### src/design/rhr_pkg.sv
package rhr_pkg;

    // Pixel channel width.
    localparam int CH_W = 8;

    // Fractions of one are 16-bit, one turn of hue is 65536.
    localparam int FRAC_W = 16;

    // Reset value of the hue step register.
    localparam logic [FRAC_W-1:0] HUE_STEP_RESET = 16'd3277;

    // One third of a turn.
    localparam logic [FRAC_W-1:0] THIRD_TURN = 16'd21845;

    // Fraction divider: operands up to 6 * 255, quotient of (a << 16) / b with a <= b.
    localparam int DIV_W           = 11;
    localparam int QUOT_W          = FRAC_W + 1;
    localparam int DIV_STEPS       = 4;
    localparam int DIV_STAGES      = (QUOT_W + DIV_STEPS - 1) / DIV_STEPS;

    // Lightness = floor(sum * 32768 / 255) = (sum * L_RECIP) >> L_SHIFT, exact for sum <= 510.
    localparam int               SUM_W   = CH_W + 1;
    localparam int               RECIP_W = 25;
    localparam logic [RECIP_W-1:0] L_RECIP = 25'd16843010;
    localparam int               L_SHIFT = 17;

    // Result of the first stage: channel analysis.
    typedef struct packed {
        logic [CH_W-1:0]  red;
        logic [CH_W-1:0]  green;
        logic [CH_W-1:0]  blue;
        logic             grey;
        logic [SUM_W-1:0] sum;
        logic [DIV_W-1:0] hue_num;
        logic [DIV_W-1:0] hue_den;
        logic [DIV_W-1:0] sat_num;
        logic [DIV_W-1:0] sat_den;
    } ana_t;

    // Data that travels beside the dividers.
    typedef struct packed {
        logic [CH_W-1:0]   red;
        logic [CH_W-1:0]   green;
        logic [CH_W-1:0]   blue;
        logic              grey;
        logic [FRAC_W-1:0] light;
    } side_t;

endpackage

### src/design/rhr_divider.sv
module rhr_divider
    import rhr_pkg::*;
(
    input  logic              clk,
    input  logic              en,
    input  logic [DIV_W-1:0]  num,
    input  logic [DIV_W-1:0]  den,
    output logic [QUOT_W-1:0] quot
);

    // Restoring division, up to DIV_STEPS quotient bits per register stage.
    logic [DIV_W-1:0]  rem_reg  [DIV_STAGES];
    logic [DIV_W-1:0]  den_reg  [DIV_STAGES];
    logic [QUOT_W-1:0] quot_reg [DIV_STAGES];
    logic [DIV_W-1:0]  rem_in   [DIV_STAGES];
    logic [DIV_W-1:0]  den_in   [DIV_STAGES];
    logic [QUOT_W-1:0] quot_in  [DIV_STAGES];
    logic [DIV_W-1:0]  rem_next [DIV_STAGES];
    logic [QUOT_W-1:0] quot_next[DIV_STAGES];

    for (genvar s = 0; s < DIV_STAGES; s++) begin : g_stage
        if (s == 0) begin : g_first
            assign rem_in[s]  = num;
            assign den_in[s]  = den;
            assign quot_in[s] = '0;
        end
        else begin : g_rest
            assign rem_in[s]  = rem_reg[s-1];
            assign den_in[s]  = den_reg[s-1];
            assign quot_in[s] = quot_reg[s-1];
        end

        always_comb
        begin
            logic [DIV_W:0] trial;
            trial        = '0;
            rem_next[s]  = rem_in[s];
            quot_next[s] = quot_in[s];
            for (int j = 0; j < DIV_STEPS; j++)
            begin
                if (s * DIV_STEPS + j < QUOT_W)
                begin
                    // The first step compares the numerator itself, later ones shift.
                    if (s * DIV_STEPS + j == 0)
                    begin
                        trial = {1'b0, rem_next[s]};
                    end
                    else
                    begin
                        trial = {rem_next[s], 1'b0};
                    end
                    if (trial >= {1'b0, den_in[s]})
                    begin
                        rem_next[s]  = DIV_W'(trial - {1'b0, den_in[s]});
                        quot_next[s] = {quot_next[s][QUOT_W-2:0], 1'b1};
                    end
                    else
                    begin
                        rem_next[s]  = trial[DIV_W-1:0];
                        quot_next[s] = {quot_next[s][QUOT_W-2:0], 1'b0};
                    end
                end
            end
        end

        always_ff @(posedge clk)
        begin
            if (en)
            begin
                rem_reg[s]  <= rem_next[s];
                den_reg[s]  <= den_in[s];
                quot_reg[s] <= quot_next[s];
            end
        end
    end

    assign quot = quot_reg[DIV_STAGES-1];

endmodule

### config.mk
export PLATFORM = sky130hd
export DESIGN_NAME = rhr_divider
export DESIGN_NICKNAME = d
export VERILOG_FILES = /design/src/design/rhr_pkg.sv /design/src/design/rhr_divider.sv
export SDC_FILE = /design/constraint.sdc
export NUM_CORES = 1
export LEC_CHECK = 0
export BUFFER_PORTS_ARGS = -buffer_cell sky130_fd_sc_hd__buf_4
export CAP_MARGIN = 20
export CELL_PAD_IN_SITES_DETAIL_PLACEMENT = 2
export CELL_PAD_IN_SITES_GLOBAL_PLACEMENT = 2
export CORE_ASPECT_RATIO = 1.4
export CORE_MARGIN = 2
export CORE_UTILIZATION = 39
export CTS_CLUSTER_SIZE = 40
export DETAILED_ROUTE_END_ITERATION = 12
export GPL_ROUTABILITY_DRIVEN = 0
export GPL_TIMING_DRIVEN = 0
export MAX_ROUTING_LAYER = met4
export PLACE_DENSITY_LB_ADDON = 0.1
export SLEW_MARGIN = 5
export SYNTH_ARGS = -nofsm -noshare
export SYNTH_HDL_FRONTEND = slang
export SYNTH_SLANG_ARGS = --single-unit
### constraint.sdc
create_clock -name clk -period 12.6 [get_ports clk]
set_clock_uncertainty 0.15 [all_clocks]
set_input_delay 1.26 -clock clk [delete_from_list [all_inputs] [get_ports clk]]
set_output_delay 1.26 -clock clk [all_outputs]
set_load 0.02 [all_outputs]
==> metrics <==
status=finished clean; nature of the critical path startpoint=input pin; Main synth FF type=edfxtp_1; Initial Utilization=0.393; share of cells above drive strength 1=0.140; area of the multi-input gates=9680 sq um; clock slew at reported path FFs=0.07 ns; Slew Viols, Final=0; top cell type's share of synthesized area=0.297; Root Driver=clkbuf_16; vias in the first global route=13700; core area=37300 sq um; met3 usage=0.0274; minimum clock period=roughly 11 ns; Mapped Cells=1553; Peak Freq=89.3 MHz; worst reg2reg path endpoint=rem_reg[0][30]; ranking of synthesized cells by area=edfxtp_1, ha_1, xnor2_1; count of state elements after synthesis=145; Worst Path Arrival=11.25 ns; final core utilization=0.433; GR Util met1=0.269; nets@finish=1817; pin count of the biggest net entering global routing=93; register-to-register setup slack=between 1.5 and 2 ns; syn_area_per_cell=around 9.4 sq um; max FFs per register=57; TritonCTS clock tree=built; slowest stage delay, CP=~0.53 ns; reg-to-reg critical path startpoint=den_reg[0][12]; clock sinks=145; Post-synth ARST share=0; max_cap viols=0; Syn Nets=between 1500 and 2000; height of the die=233 microns; number of remaining DRC errors=0; Synth area leader=edfxtp_1; number of I/O port buffers=40; grt ovf=0; critical path endpoint category=register; Slew @ Worst Pin=approximately 0.83 ns; ant diodes=0; CP dominant cell by count=ha_1; Mapped Area=about 15000 sq um; setup TNS=0 ns; DR vias/cell=5.91; worst hold slack=~0.27 ns; CP Capture Point=rem_reg[0][2]; First-pass DRT Iterations=5; CP Launch Point=den[1]; Detail Placement HPWL=around 38000 microns; final setup fails=0; register area share after synthesis=0.297; post-cts gate resize count=0; global-route wire length before repair=75300 microns; gr usage total=0.254; critical path peak fanout=10; Yosys cell types=approximately 100; Post-synth EDFFs=between 100 and 150; initial DRC count=467; Post-CTS Hold Fix Bufs=0; warnings from Yosys=0; # rows=84; DIE WIDTH=168 microns; worst rel slew slack=0.443; Clock Latency Late Sink=0.46 ns; synthesis-to-finish area growth=10.2%; Vias=12400; fillers=4074; FF-to-FF path depth=40; final WL=between 40000 and 50000 microns; worst path required time=12.64 ns; IO Pins=between 40 and 50; wire per inst=approximately 22 microns; WS Path Type=input pin to register; # Post-CTS Setup Buffers=0; Storage cell area=4350 sq um; antenna-violating nets left=0; final-report hold violation count=0; CP max-delay cell=o311ai_1; clock buffer depth=2; met2 Resource Use GR=0.479; initial antenna violation count=0; period utilisation layout=0.889; RSZ-0062 raised after global routing=false; class of the worst hold path=register to register; GR peak layer=met2; # H-tree levels=4; total die area=39100 sq um; TritonCTS buffer count=17
## through the flow
stage	setup slack [ns]	std cells	cell area (sq um)
global route	0.746	2099	16100
CTS	1.33	2099	16100
detailed placement	0.889	2067	15600
global placement	1.16	2066	15500
floorplan	3.18	1553	14600
finish	1.40	2099	16100
## synth_stat cells, types with 8 or more instances
cell type	number
a31oi_1	14
a21oi_1	112
o21ai_1	12
a21o_1	33
edfxtp_1	145
nand3_1	29
and2_1	12
a221o_1	13
mux2i_1	17
o311ai_0	8
nand4_1	12
and3_1	13
nor2_1	141
o21a_1	43
nor4_1	17
a211oi_1	12
nand2_1	60
xnor2_1	70
ha_1	175
nand2b_1	17
o211ai_1	11
a31o_2	8
xor2_1	36
or3_1	11
mux2_2	41
nor2b_1	30
buf_2	13
inv_1	113
mux2_4	27
nor3_1	50
a211o_1	8
o21bai_1	11
o21ai_0	72
o31ai_1	14
## worst max-delay path: cells and delay by family
family | cells | cell delay, ns
AOI/OAI and AO/OA | 15 | 4.14
adders and majority gates | 4 | 1.37
buffers and inverters | 6 | 1.02
muxes | 3 | 1.07
and+or+nand+nor | 9 | 2.34
## cell usage in the layout, fill, tap and decap left out, drive strengths merged, types with 8 or more instances in the layout
cell / n
ha: 175
edfxtp: 145
nor2: 144
inv: 127
a21oi: 117
o21ai: 89
xnor2: 70
mux2: 70
buf: 63
nand2: 61
nor3: 52
o21a: 43
xor2: 36
a21o: 34
nor2b: 31
nand3: 30
nor4: 20
clkbuf: 20
nand2b: 18
mux2i: 17
o31ai: 16
a211oi: 15
a31oi: 14
a221o: 13
and3: 13
and2: 13
o211ai: 13
nand4: 12
o21bai: 12
or3: 11
a31o: 10
o311ai: 10
or2: 9
a211o: 8
o31a: 8
o22ai: 8
## layer usage
layer  vias to the layer above  routed length, microns  share of wire
li1                       5959                       -              -
met1                      6220                   19000           0.40
met5                         -                       0              0
met2                       131                   25500           0.54
met3                        86                     690          0.015
met4                         0                    1810          0.038
## worst min path at each step
stage                          from              end  slack, ns  cells past startpoint
floorplan            quot_reg[0][0]  quot_reg[0][21]       0.25                      0
global placement    quot_reg[0][59]  quot_reg[0][77]       0.25                      0
detailed placement  quot_reg[0][43]  quot_reg[0][64]       0.26                      0
CTS                 quot_reg[0][36]  quot_reg[0][57]       0.27                      0
global route        quot_reg[0][45]  quot_reg[0][66]       0.27                      0
finish              quot_reg[0][45]  quot_reg[0][66]       0.27                      0
## kinds of logic after synthesis
kind of cell | Yosys count | share of synthesized area
xor+xnor | 106 | 0.0634
mux | 87 | 0.0723
flops | 145 | 0.297
buf+inv | 144 | 0.0417
compound gates | 452 | 0.214
simple gates | 439 | 0.155
fa+ha+maj | 180 | 0.156
## cell type report
type / count / share of cell area
clock buffer: 17 / 0.0263
timing repair buffer: 41 / 0.0205
buffer: 25 / 0.00984
inverter: 119 / 0.0280
clock inverter: 15 / 0.00914
tap: 473 / 0.0367
multi-input combinational: 1264 / 0.600
sequential: 145 / 0.270
Power is not shown: default switching activity piles up to over one toggle a cycle in this logic, so the estimate is an artifact.
