## src/design/rhr_pkg.sv

```systemverilog
package rhr_pkg;

    // Pixel channel width.
    localparam int CH_W = 8;

    // Fractions of one are 16-bit, one turn of hue is 65536.
    localparam int FRAC_W = 16;

    // Reset value of the hue step register.
    localparam logic [FRAC_W-1:0] HUE_STEP_RESET = 16'd3277;

    // One third of a turn.
    localparam logic [FRAC_W-1:0] THIRD_TURN = 16'd21845;

    // Fraction divider: operands up to 6 * 255, quotient of (a << 16) / b with a <= b.
    localparam int DIV_W           = 11;
    localparam int QUOT_W          = FRAC_W + 1;
    localparam int DIV_STEPS       = 4;
    localparam int DIV_STAGES      = (QUOT_W + DIV_STEPS - 1) / DIV_STEPS;

    // Lightness = floor(sum * 32768 / 255) = (sum * L_RECIP) >> L_SHIFT, exact for sum <= 510.
    localparam int               SUM_W   = CH_W + 1;
    localparam int               RECIP_W = 25;
    localparam logic [RECIP_W-1:0] L_RECIP = 25'd16843010;
    localparam int               L_SHIFT = 17;

    // Result of the first stage: channel analysis.
    typedef struct packed {
        logic [CH_W-1:0]  red;
        logic [CH_W-1:0]  green;
        logic [CH_W-1:0]  blue;
        logic             grey;
        logic [SUM_W-1:0] sum;
        logic [DIV_W-1:0] hue_num;
        logic [DIV_W-1:0] hue_den;
        logic [DIV_W-1:0] sat_num;
        logic [DIV_W-1:0] sat_den;
    } ana_t;

    // Data that travels beside the dividers.
    typedef struct packed {
        logic [CH_W-1:0]   red;
        logic [CH_W-1:0]   green;
        logic [CH_W-1:0]   blue;
        logic              grey;
        logic [FRAC_W-1:0] light;
    } side_t;

endpackage

```

## src/design/rhr_analyze.sv

```systemverilog
module rhr_analyze
    import rhr_pkg::*;
(
    input  logic            clk,
    input  logic            rst_n,
    input  logic            en,
    input  logic            valid,
    input  logic [CH_W-1:0] red,
    input  logic [CH_W-1:0] green,
    input  logic [CH_W-1:0] blue,
    output logic            ana_valid,
    output ana_t            ana
);

    logic             valid_reg;
    ana_t             ana_reg;
    ana_t             ana_next;
    logic [CH_W-1:0]  mx;
    logic [CH_W-1:0]  mn;
    logic [CH_W-1:0]  d;
    logic [DIV_W-1:0] d6;
    logic             red_max;
    logic             green_max;

    always_comb
    begin
        red_max   = (red >= green) && (red >= blue);
        green_max = !red_max && (green >= blue);
        mx = red_max ? red : (green_max ? green : blue);
        mn = red;
        if (green < mn)
        begin
            mn = green;
        end
        if (blue < mn)
        begin
            mn = blue;
        end
        d  = mx - mn;
        d6 = DIV_W'({d, 2'b00}) + DIV_W'({d, 1'b0});

        ana_next.red     = red;
        ana_next.green   = green;
        ana_next.blue    = blue;
        ana_next.grey    = (mx == mn);
        ana_next.sum     = SUM_W'(mx) + SUM_W'(mn);
        ana_next.hue_den = d6;
        ana_next.sat_num = DIV_W'(d);
        // Saturation divides by the distance of the sum from the nearer end.
        if (ana_next.sum > SUM_W'(255))
        begin
            ana_next.sat_den = DIV_W'(SUM_W'(510) - ana_next.sum);
        end
        else
        begin
            ana_next.sat_den = DIV_W'(ana_next.sum);
        end
        // Hue numerator, kept in 0 .. 6d - 1.
        if (red_max)
        begin
            if (green >= blue)
            begin
                ana_next.hue_num = DIV_W'(green - blue);
            end
            else
            begin
                ana_next.hue_num = d6 - DIV_W'(blue - green);
            end
        end
        else if (green_max)
        begin
            ana_next.hue_num = DIV_W'({d, 1'b0}) + DIV_W'(blue) - DIV_W'(red);
        end
        else
        begin
            ana_next.hue_num = DIV_W'({d, 2'b00}) + DIV_W'(red) - DIV_W'(green);
        end
    end

    always_ff @(posedge clk or negedge rst_n)
    begin
        if (!rst_n)
        begin
            valid_reg <= 1'b0;
        end
        else if (en)
        begin
            valid_reg <= valid;
        end
    end

    always_ff @(posedge clk)
    begin
        if (en)
        begin
            ana_reg <= ana_next;
        end
    end

    assign ana_valid = valid_reg;
    assign ana       = ana_reg;

endmodule

```

## config.mk

```make
export PLATFORM = sky130hd
export DESIGN_NAME = rhr_analyze
export DESIGN_NICKNAME = d
export VERILOG_FILES = /design/src/design/rhr_pkg.sv /design/src/design/rhr_analyze.sv
export SDC_FILE = /design/constraint.sdc
export NUM_CORES = 1
export LEC_CHECK = 0
export ABC_AREA = 1
export ABC_CLOCK_PERIOD_IN_PS = 1400
export BUFFER_PORTS_ARGS = -buffer_cell sky130_fd_sc_hd__buf_2
export CAP_MARGIN = 0
export CORE_UTILIZATION = 40
export DETAILED_ROUTE_END_ITERATION = 12
export GPL_TIMING_DRIVEN = 1
export PLACE_DENSITY = 0.64
export SYNTH_ARGS = -nofsm -noshare
export SYNTH_HDL_FRONTEND = slang
export SYNTH_SLANG_ARGS = --single-unit
```

## constraint.sdc

```tcl
create_clock -name clk -period 1.4 [get_ports clk]
set_input_delay 0.07 -clock clk [delete_from_list [all_inputs] [get_ports clk]]
set_output_delay 0.07 -clock clk [all_outputs]
set_load 0.01 [all_outputs]
```

==> summary.txt <==
Run status
  • Status: finished, violations left
  • Failing checks: negative setup slack

Timing
  • TNS Setup: -125,000 ps
  • Worst slew pin tran: 556 ps
  • Fmax: 185 MHz
  • Setup violators final: 46
  • Final worst slack: -4020 ps
  • Tmin final: 5420 ps
  • Final Max Tran Viols: 0
  • Slew HR: 0.625
  • Skew final: 0 ps
  • Unrepaired setup endpoints after global routing: true
  • Final period utilization: 3.87
  • Final hold vios: 0

Drt
  • Mean routed wirelength per cell: 17.6 um
  • DR DRC count: 0
  • Final wirelength: 25,500 um
  • DRT antenna net count: 0
  • Via count: 7,503
  • Pre-antenna DRT Iters: 5
  • DR iter-0 viols: 389
  • Mean number of vias per cell: 5.19

Job
  • Max-cap viol count: 0

GRT
  • Gr usage total: 0.269
  • Initial antenna violation count: 0
  • Gr ovfl total: 0
  • Number of global-route vias before repair: 7,450
  • First-pass GRT wire length: 36,800 um
  • Largest net degree at the start of global routing: 34

Synth
  • Mapped Area: 6880 um2
  • Seq cells post-synth: 71
  • Synth top area share: 0.306
  • Count of cell types in the netlist: 52
  • Post-Synthesis Cells: 803
  • Synth async-reset ratio: 0.0141
  • Register area share after synthesis: 0.309
  • Synth area leader: edfxtp_1
  • Post-synth EDFFs: 70
  • Post-synth top flop: edfxtp_1
  • Mean post-synth cell area: 8.57 um2
  • Syn. warnings: 0
  • Synth top area cells: edfxtp_1 (31%), ha_1 (18%), nand2_1 (8.7%), inv_1 (6.5%), fa_1 (6.1%)

Placed design
  • Post-DP HPWL: 16,300 um
  • Final RePlAce weighted congestion: 0.920
  • Port-buffer cells: 102

Worst setup path
  • RR Startpoint: ana_valid$_DFFE_PN0P_
  • CP top delay family: adder cells
  • Crit. End Element: register
  • Arrival time at the worst endpoint: 5530 ps
  • Most frequent CP cell: ha_4
  • CP Buf/Inv Count: 8
  • Crit-path slowest cell: fa_2
  • CP Launch Type: input pin
  • Worst path required time: 1510 ps
  • CP peak stage delay: 410 ps
  • CP Class: in2reg
  • CP max FO: 8
  • Crit path launch: red[4]

Cells and area
  • Area occupied by multi-input gates: 5590 um2
  • Fill cells: 1,089
  • FF/Latch Area: 2130 um2
  • Final net count: 1,371
  • Number of flip-flops in the largest register: 70
  • Layout cell share with drive strength beyond 1: 0.589
  • Ant diodes: 0
  • Layout area overhead: 75.4%

Die
  • DIE WIDTH: 133 um
  • Die ar.: 17,700 um2
  • Initial Util: 0.412
  • Die Y: 133 um
  • Core Region: 16,700 um2
  • Ports: 107
  • Num rows: 47

Clock tree
  • Root buf cell: clkbuf_16
  • CTS Buffer Depth: 2
  • Clock Sink Count: 71
  • H-tree levels: 3
  • Num CTS Buffers: 9
  • Worst-Skew Late Latency: 350 ps
  • Clk slew on worst S/H paths: 70 ps
  • CTS tree: yes

Worst hold path
  • Hold/Removal Path Class: in2async
cell usage in the layout (no fill, tap or decap), types with 4 or more instances in the layout:
master     netlist  layout
buf_4            8     274
nand2_1        160     105
buf_2            6      93
inv_1          120      82
edfxtp_1        70      70
ha_1           101      53
buf_6            2      47
nand2_2         15      46
ha_4             0      42
a21oi_1         56      35
inv_2            6      29
nand3_1         37      28
nand2_4          0      24
o21ai_0         48      21
a21oi_2          5      19
nor2_1          33      19
xor2_1          25      19
o21ai_1          6      17
fa_1            21      17
o21ai_2          2      14
inv_4            1      12
nand3_2          4      12
nor2_2           3      11
clkbuf_16        0       9
a21oi_4          1       8
nor2_4           2       8
buf_12           0       7
o21ai_4          1       6
xor2_4           0       6
xnor2_1          9       6
ha_2             0       6
nand4_1          5       5
nor3_2           1       5
o211ai_1         4       4
xor2_2           4       4
fa_2             0       4
conb_1           1       4
logic make-up (layout without fill, tap and decap cells):
| group | Yosys count | after routing | synth area share |
|---|---|---|---|
| AOI/OAI and AO/OA | 149 | 150 | 0.126 |
| xor gates and xnor gates | 39 | 39 | 0.0551 |
| other | 1 | 4 | 0.000545 |
| buffers and inverters | 149 | 568 | 0.0895 |
| adders and majority gates | 122 | 122 | 0.245 |
| DFF | 71 | 71 | 0.309 |
| muxes | 1 | 1 | 0.00164 |
| and+or+nand+nor | 271 | 271 | 0.173 |
final timing paths:
kind                       slack (ps)               endpoint  cells after the start
min in group clk                   20      ana[64]$_DFFE_PP_                      2
hold reg to reg                   510  ana_valid$_DFFE_PN0P_                      1
hold / removal                     20  ana_valid$_DFFE_PN0P_                      2
setup reg to reg                  660  ana_valid$_DFFE_PN0P_                      1
setup / recovery                -4020      ana[43]$_DFFE_PP_                     40
max in group asynchronous        1290  ana_valid$_DFFE_PN0P_                      2
cells in the mapped netlist, types with 6 or more instances:
master	number
a21oi_1	56
fa_1	21
o21ai_0	48
xnor2_1	9
nand2_2	15
inv_1	120
xor2_1	25
buf_2	6
edfxtp_1	70
buf_4	8
inv_2	6
nor3_1	6
nor2_1	33
ha_1	101
o21ai_1	6
nand2_1	160
nand3_1	37
metrics by stage:
step                hold WS [ps]  setup slack [ps]  area (um2)  instances   util
floorplan                   -226             -4250        7090        806      -
global placement            -155             -4510        9550       1345  0.572
detailed placement          -155             -4640        9550       1345  0.572
CTS                         7.07             -3790       11200       1418  0.669
global route                19.0             -4260       12100       1446  0.722
finish                      20.9             -4020       12100       1446  0.722
routing by layer:
metal	wire length, um	global-route usage	part of all wire	vias up
met5	0	0	0	-
met4	1330	0.129	0.052	0
met3	1210	0.0392	0.048	99
met2	13000	0.477	0.51	288
met1	9960	0.321	0.39	3613
li1	-	-	-	3503
cell type report:
| class | count | share of cell area |
|---|---|---|
| timing repair buffer | 425 | 0.269 |
| sequential | 71 | 0.176 |
| clock buffer | 10 | 0.0190 |
| tap | 220 | 0.0228 |
| multi-input combinational | 587 | 0.463 |
| inverter | 127 | 0.0444 |
| clock inverter | 6 | 0.00581 |
what timing repair did:
item	CTS	global route
cloned	1	0
hold endpoints to repair	2	0
endpoints found under the setup margin	46	46
hold buffers	2	0
buffers inserted	59	36
gates resized for setup	193	167
pin swaps	96	77
Power is not shown: default switching activity piles up to over one toggle a cycle in this logic, so the estimate is an artifact.
