[src/design/rhr_pkg.sv]
package rhr_pkg;

    // Pixel channel width.
    localparam int CH_W = 8;

    // Fractions of one are 16-bit, one turn of hue is 65536.
    localparam int FRAC_W = 16;

    // Reset value of the hue step register.
    localparam logic [FRAC_W-1:0] HUE_STEP_RESET = 16'd3277;

    // One third of a turn.
    localparam logic [FRAC_W-1:0] THIRD_TURN = 16'd21845;

    // Fraction divider: operands up to 6 * 255, quotient of (a << 16) / b with a <= b.
    localparam int DIV_W           = 11;
    localparam int QUOT_W          = FRAC_W + 1;
    localparam int DIV_STEPS       = 4;
    localparam int DIV_STAGES      = (QUOT_W + DIV_STEPS - 1) / DIV_STEPS;

    // Lightness = floor(sum * 32768 / 255) = (sum * L_RECIP) >> L_SHIFT, exact for sum <= 510.
    localparam int               SUM_W   = CH_W + 1;
    localparam int               RECIP_W = 25;
    localparam logic [RECIP_W-1:0] L_RECIP = 25'd16843010;
    localparam int               L_SHIFT = 17;

    // Result of the first stage: channel analysis.
    typedef struct packed {
        logic [CH_W-1:0]  red;
        logic [CH_W-1:0]  green;
        logic [CH_W-1:0]  blue;
        logic             grey;
        logic [SUM_W-1:0] sum;
        logic [DIV_W-1:0] hue_num;
        logic [DIV_W-1:0] hue_den;
        logic [DIV_W-1:0] sat_num;
        logic [DIV_W-1:0] sat_den;
    } ana_t;

    // Data that travels beside the dividers.
    typedef struct packed {
        logic [CH_W-1:0]   red;
        logic [CH_W-1:0]   green;
        logic [CH_W-1:0]   blue;
        logic              grey;
        logic [FRAC_W-1:0] light;
    } side_t;

endpackage

[src/design/rhr_rebuild.sv]
module rhr_rebuild
    import rhr_pkg::*;
(
    input  logic              clk,
    input  logic              rst_n,
    input  logic              en,
    input  logic              valid,
    input  side_t             side,
    input  logic [QUOT_W-1:0] sat_quot,
    input  logic [QUOT_W-1:0] hue_quot,
    input  logic [FRAC_W-1:0] hue_step,
    output logic              out_valid,
    output logic [CH_W-1:0]   red,
    output logic [CH_W-1:0]   green,
    output logic [CH_W-1:0]   blue
);

    localparam int PQ_W   = FRAC_W + 3;
    localparam int F_W    = FRAC_W + 1;
    localparam int PROD_W = PQ_W + F_W + 1;
    localparam int V_W    = PQ_W + 3;
    localparam int W_W    = V_W + CH_W;

    typedef struct packed {
        logic [CH_W-1:0]   red;
        logic [CH_W-1:0]   green;
        logic [CH_W-1:0]   blue;
        logic              grey;
        logic [FRAC_W-1:0] light;
        logic [FRAC_W-1:0] sat;
        logic [FRAC_W-1:0] hue;
        logic [FRAC_W-1:0] ls_hi;
    } stc_t;

    typedef struct packed {
        logic [CH_W-1:0]        red;
        logic [CH_W-1:0]        green;
        logic [CH_W-1:0]        blue;
        logic                   grey;
        logic signed [PQ_W-1:0] p;
        logic signed [PQ_W-1:0] diff;
        logic [2:0][F_W-1:0]    f;
    } std_t;

    typedef struct packed {
        logic [CH_W-1:0]               red;
        logic [CH_W-1:0]               green;
        logic [CH_W-1:0]               blue;
        logic                          grey;
        logic signed [PQ_W-1:0]        p;
        logic [2:0][PROD_W-1:0]        prod;
    } ste_t;

    // Weight of (q - p) for a channel hue t, in units of 1/65536.
    function automatic logic [F_W-1:0] hue_weight(input logic [FRAC_W-1:0] t);
        logic [FRAC_W+2:0] t6;
        logic [FRAC_W+1:0] t3;
        t6 = (FRAC_W+3)'({t, 2'b00}) + (FRAC_W+3)'({t, 1'b0});
        t3 = (FRAC_W+2)'({t, 1'b0}) + (FRAC_W+2)'(t);
        if (t6 < (FRAC_W+3)'(65536))
        begin
            hue_weight = t6[F_W-1:0];
        end
        else if (t < FRAC_W'(32768))
        begin
            hue_weight = F_W'(65536);
        end
        else if (t3 < (FRAC_W+2)'(131072))
        begin
            hue_weight = F_W'((FRAC_W+3)'(262144) - t6);
        end
        else
        begin
            hue_weight = '0;
        end
    endfunction

    function automatic logic [CH_W-1:0] to_byte(input logic signed [V_W-1:0] v);
        logic signed [W_W-1:0] w;
        logic signed [W_W-1:0] wa;
        logic signed [W_W-FRAC_W-1:0] c;
        w  = (W_W'(v) <<< CH_W) - W_W'(v);
        wa = w + (w[W_W-1] ? W_W'(65535) : W_W'(0));
        c  = wa[W_W-1:FRAC_W];
        if (c < 0)
        begin
            to_byte = '0;
        end
        else if (c > (W_W-FRAC_W)'(255))
        begin
            to_byte = '1;
        end
        else
        begin
            to_byte = c[CH_W-1:0];
        end
    endfunction

    logic              c_valid_reg, d_valid_reg, e_valid_reg, out_valid_reg;
    stc_t              c_reg, c_next;
    std_t              d_reg, d_next;
    ste_t              e_reg, e_next;
    logic [CH_W-1:0]   red_reg, green_reg, blue_reg;
    logic [CH_W-1:0]   red_next, green_next, blue_next;
    logic [2*FRAC_W-1:0] ls;
    logic signed [PQ_W-1:0] q;
    logic [2:0][FRAC_W-1:0] t;
    logic signed [PROD_W-1:0] pa;
    logic signed [PROD_W-FRAC_W-1:0] pq;
    logic signed [V_W-1:0] v;
    logic [2:0][CH_W-1:0] bytes;

    // Stage C: saturation clamp, hue rotation, L * S.
    always_comb
    begin
        c_next.red   = side.red;
        c_next.green = side.green;
        c_next.blue  = side.blue;
        c_next.grey  = side.grey;
        c_next.light = side.light;
        c_next.sat   = sat_quot[QUOT_W-1] ? '1 : sat_quot[FRAC_W-1:0];
        c_next.hue   = hue_quot[FRAC_W-1:0] + hue_step;
        ls           = c_next.light * c_next.sat;
        c_next.ls_hi = ls[2*FRAC_W-1:FRAC_W];
    end

    // Stage D: q, p and the three channel weights.
    always_comb
    begin
        if (c_reg.light < FRAC_W'(32768))
        begin
            q = PQ_W'(c_reg.light) + PQ_W'(c_reg.ls_hi);
        end
        else
        begin
            q = PQ_W'(c_reg.light) + PQ_W'(c_reg.sat) - PQ_W'(c_reg.ls_hi);
        end
        d_next.red   = c_reg.red;
        d_next.green = c_reg.green;
        d_next.blue  = c_reg.blue;
        d_next.grey  = c_reg.grey;
        d_next.p     = PQ_W'({c_reg.light, 1'b0}) - q;
        d_next.diff  = q - d_next.p;
        t[0] = c_reg.hue + THIRD_TURN;
        t[1] = c_reg.hue;
        t[2] = c_reg.hue - THIRD_TURN;
        for (int i = 0; i < 3; i++)
        begin
            d_next.f[i] = hue_weight(t[i]);
        end
    end

    // Stage E: the three products.
    always_comb
    begin
        e_next.red   = d_reg.red;
        e_next.green = d_reg.green;
        e_next.blue  = d_reg.blue;
        e_next.grey  = d_reg.grey;
        e_next.p     = d_reg.p;
        for (int i = 0; i < 3; i++)
        begin
            e_next.prod[i] = PROD_W'(PROD_W'(d_reg.diff) * PROD_W'($signed({1'b0, d_reg.f[i]})));
        end
    end

    // Stage F: value, scaling to a byte, grey bypass.
    always_comb
    begin
        pa = '0;
        pq = '0;
        v  = '0;
        for (int i = 0; i < 3; i++)
        begin
            pa = $signed(e_reg.prod[i]) + (e_reg.prod[i][PROD_W-1] ? PROD_W'(65535) : PROD_W'(0));
            pq = pa[PROD_W-1:FRAC_W];
            v  = V_W'(e_reg.p) + V_W'(pq);
            bytes[i] = to_byte(v);
        end
        if (e_reg.grey)
        begin
            red_next   = e_reg.red;
            green_next = e_reg.green;
            blue_next  = e_reg.blue;
        end
        else
        begin
            red_next   = bytes[0];
            green_next = bytes[1];
            blue_next  = bytes[2];
        end
    end

    always_ff @(posedge clk or negedge rst_n)
    begin
        if (!rst_n)
        begin
            c_valid_reg   <= 1'b0;
            d_valid_reg   <= 1'b0;
            e_valid_reg   <= 1'b0;
            out_valid_reg <= 1'b0;
        end
        else if (en)
        begin
            c_valid_reg   <= valid;
            d_valid_reg   <= c_valid_reg;
            e_valid_reg   <= d_valid_reg;
            out_valid_reg <= e_valid_reg;
        end
    end

    always_ff @(posedge clk)
    begin
        if (en)
        begin
            c_reg     <= c_next;
            d_reg     <= d_next;
            e_reg     <= e_next;
            red_reg   <= red_next;
            green_reg <= green_next;
            blue_reg  <= blue_next;
        end
    end

    assign out_valid = out_valid_reg;
    assign red       = red_reg;
    assign green     = green_reg;
    assign blue      = blue_reg;

endmodule

[config.mk]
export PLATFORM = sky130hd
export DESIGN_NAME = rhr_rebuild
export DESIGN_NICKNAME = d
export VERILOG_FILES = /design/src/design/rhr_pkg.sv /design/src/design/rhr_rebuild.sv
export SDC_FILE = /design/constraint.sdc
export NUM_CORES = 2
export LEC_CHECK = 0
export BUFFER_PORTS_ARGS = -buffer_cell sky130_fd_sc_hd__buf_4
export CELL_PAD_IN_SITES_DETAIL_PLACEMENT = 1
export CELL_PAD_IN_SITES_GLOBAL_PLACEMENT = 1
export CORE_MARGIN = 1.5
export CORE_UTILIZATION = 52
export CTS_BUF_LIST = sky130_fd_sc_hd__clkbuf_4 sky130_fd_sc_hd__clkbuf_8 sky130_fd_sc_hd__clkbuf_16
export DETAILED_ROUTE_END_ITERATION = 10
export PLACE_DENSITY_LB_ADDON = 0.1
export SKIP_LAST_GASP = 1
export SYNTH_ARGS = -nofsm -noshare
export SYNTH_HDL_FRONTEND = slang
export SYNTH_SLANG_ARGS = --single-unit
[constraint.sdc]
create_clock -name clk -period 12.5 [get_ports clk]
set_clock_uncertainty 0.2 [all_clocks]
set_input_delay 1.875 -clock clk [delete_from_list [all_inputs] [get_ports clk]]
set_output_delay 1.875 -clock clk [all_outputs]
set_load 0.05 [all_outputs]
==> results.yml <==
clock_tree:
  cts_max_path_buffers: 3
  cts_root_buffer: "clkbuf_16"
  cts_tree: "yes"
  clock_latency_ns: 0.65
  cts_sinks: 376
  numCtsBuffers: 47
  clkTransAtPathRegs_ns: 0.06
  postCtsSetupRepairBufs: 0
  htreeDepth: 2
yosys:
  synth.distinct_cells: 112
  async_flop_share: 0.0106
  synth_sequential_area_ratio: 0.155
  ys.flop_type: "edfxtp_1"
  netlist_instances: 7787
  synth.avg_cell_area_um2: 9.31
  ys_warn_count: 0
  syn_area_mm2: 0.0725
  synth-seq-cells: 376
  synth_edf_count: 372
worst_setup_path:
  crit_family: "compound AO/OA/AOI/OAI gates"
  crit_start: "e_reg[110]$_DFFE_PP_"
  crit_top_cell: "a21o_1"
  timing.rr.start: "e_reg[110]$_DFFE_PP_"
  crit_cells: 42
  cp-end-kind: "flip-flop"
  cpPeakStageDelay_ns: 0.56
  cp_num_buf_inv: 1
  cp_slowest_cell: "edfxtp_1"
  critPathRequiredTime_ns: 12.68
  worstPathArrival_ns: 11.85
  timing_worst_setup_path_type: "reg2reg"
  r2r_cells: 42
  crit_fanout: 15
  reg2reg_to: "blue[6]$_DFFE_PP_"
  r2r_slack_ns: 0.83
  startpoint_type: "flip-flop"
place:
  port_buffers: 118
  hpwl_um: 159000
  gp_congestion: 0.871
floorplan:
  ios: 120
  core_mm2: 0.138
  rows: 136
  die_height_um: 376
  dieArea_mm2: 0.142
  die_x_um: 376
  initial_core_util: 0.526
worst_hold_path:
  worstHoldStart: "d_reg[108]$_DFFE_PP_"
  min_to: "e_reg[149]$_DFFE_PP_"
  min-delay-path-class: "reg2reg"
  hold_depth: 0
global_routing:
  grt_pass1_vias: 61100
  grt_pass1_wl_um: 326000
  antenna_found_initial: 1
  grt_max_degree: 89
  grt-ovfl-total: 0
  grt_usage: 0.291
finish:
  drive_gt1_frac: 0.0477
  diodes: 0
  final_cell_mix: "1504 x inv_1, 1118 x fa_1, 802 x nand2_1"
  syn2layout_area_growth_pct: 6.18
  largest_reg_flops: 149
  final_common_cell: "inv_1"
  nets: 9764
sta:
  post-route-period-util: 0.934
  maxSlewViolCount: 0
  hold_viol: 0
  worst_slew_pin_slew_ns: 1.22
  tns_ns: 0
  final-setup-viol-count: 0
  fmax_mhz: 85.7
  fin_crit_ns: 11.67
  rsz0062_at_grt: "false"
  slew_headroom: 0.180
route:
  wl_um: 199000
  ant_nets: 0
  drt_pre_antenna_iters: 5
  vias: 54200
  drt-initial-drc-count: 2668
  drc: 0
  wl_per_cell_um: 20.5
  vias_per_cell: 5.59
job:
  maxCapViolations: 0
run_status:
  status: "complete, no violations"
-- per-stage QoR --
| stage | hold WS [ns] | setup slack (ns) | util | cells | instance area (µm²) |
|---|---|---|---|---|---|
| floorplan | 0.200 | 1.88 | - | 7812 | 72600 |
| global placement | 0.200 | 0.657 | 0.546 | 9602 | 75400 |
| detailed placement | 0.206 | 0.359 | 0.546 | 9602 | 75400 |
| CTS | 0.193 | 0.337 | 0.558 | 9690 | 77000 |
| global route | 0.206 | 0.0387 | 0.558 | 9690 | 77000 |
| finish | 0.199 | 0.830 | 0.558 | 9690 | 77000 |
-- what timing repair did --
action | 4_1_cts | 5_1_grt
hold endpoints to repair | 0 | 0
endpoints found under the setup margin | 0 | 8
gates resized for setup | 0 | 3
hold buffers | 0 | 0
-- metal layers --
| metal | global-route usage | vias to the layer above | share of wire |
|---|---|---|---|
| li1 | - | 24900 | - |
| met1 | 0.364 | 28100 | 0.42 |
| met2 | 0.531 | 933 | 0.52 |
| met3 | 0.0245 | 305 | 0.034 |
| met4 | 0.0860 | 0 | 0.031 |
| met5 | 0 | - | 0 |
-- final cells by class --
cell class                 count  area, µm²
clock buffer                  54       1230
tap                         1863       2330
clock inverter                34        415
sequential                   376      11300
fill                       15800      61000
timing repair buffer         180       1370
inverter                    1513       5680
multi-input combinational   5670      54700
-- synth_stat cells (all sizes together) (13+ instances only) --
| library cell | number | share of area |
|---|---|---|
| a2111oi | 13 | 0.0020 |
| a211o | 15 | 0.0018 |
| a211oi | 45 | 0.0050 |
| a21boi | 26 | 0.0027 |
| a21o | 141 | 0.015 |
| a21oi | 303 | 0.021 |
| a221oi | 16 | 0.0027 |
| a31o | 16 | 0.0019 |
| a31oi | 30 | 0.0026 |
| and2 | 579 | 0.050 |
| and3 | 64 | 0.0055 |
| and4 | 19 | 0.0023 |
| clkbuf | 243 | 0.013 |
| edfxtp | 372 | 0.15 |
| fa | 1118 | 0.31 |
| ha | 763 | 0.13 |
| inv | 1509 | 0.078 |
| mux2i | 25 | 0.0034 |
| nand2 | 803 | 0.042 |
| nand2b | 61 | 0.0053 |
| nand3 | 88 | 0.0061 |
| nand3b | 17 | 0.0018 |
| nand4 | 43 | 0.0037 |
| nor2 | 249 | 0.013 |
| nor2b | 36 | 0.0031 |
| nor3 | 81 | 0.0057 |
| nor4 | 19 | 0.0016 |
| o211ai | 22 | 0.0025 |
| o21a | 68 | 0.0070 |
| o21ai | 209 | 0.015 |
| o21bai | 52 | 0.0054 |
| o22ai | 29 | 0.0025 |
| o31ai | 19 | 0.0020 |
| or2 | 36 | 0.0031 |
| or3 | 30 | 0.0026 |
| xnor2 | 333 | 0.040 |
| xor2 | 118 | 0.014 |
-- worst max-delay path by stage --
| stage | end |
|---|---|
| 5_1_grt | blue[6]$_DFFE_PP_ |
| 3_5_place_dp | red[7]$_DFFE_PP_ |
| 3_3_place_gp | red[7]$_DFFE_PP_ |
| 2_1_floorplan | green[3]$_DFFE_PP_ |
| 6_report | blue[6]$_DFFE_PP_ |
| 4_1_cts | red[0]$_DFFE_PP_ |
-- cells by family after synthesis --
logic type / count (synthesis) / synth area share
fa+ha+maj: 1883 / 0.440
mux: 34 / 0.00485
buf+inv: 1766 / 0.0918
flops: 376 / 0.155
compound gates: 1127 / 0.105
other cells: 2 / 0.000104
xor+xnor: 451 / 0.0546
simple gates: 2148 / 0.148
Power is not shown: default switching activity piles up to over one toggle a cycle in this logic, so the estimate is an artifact.
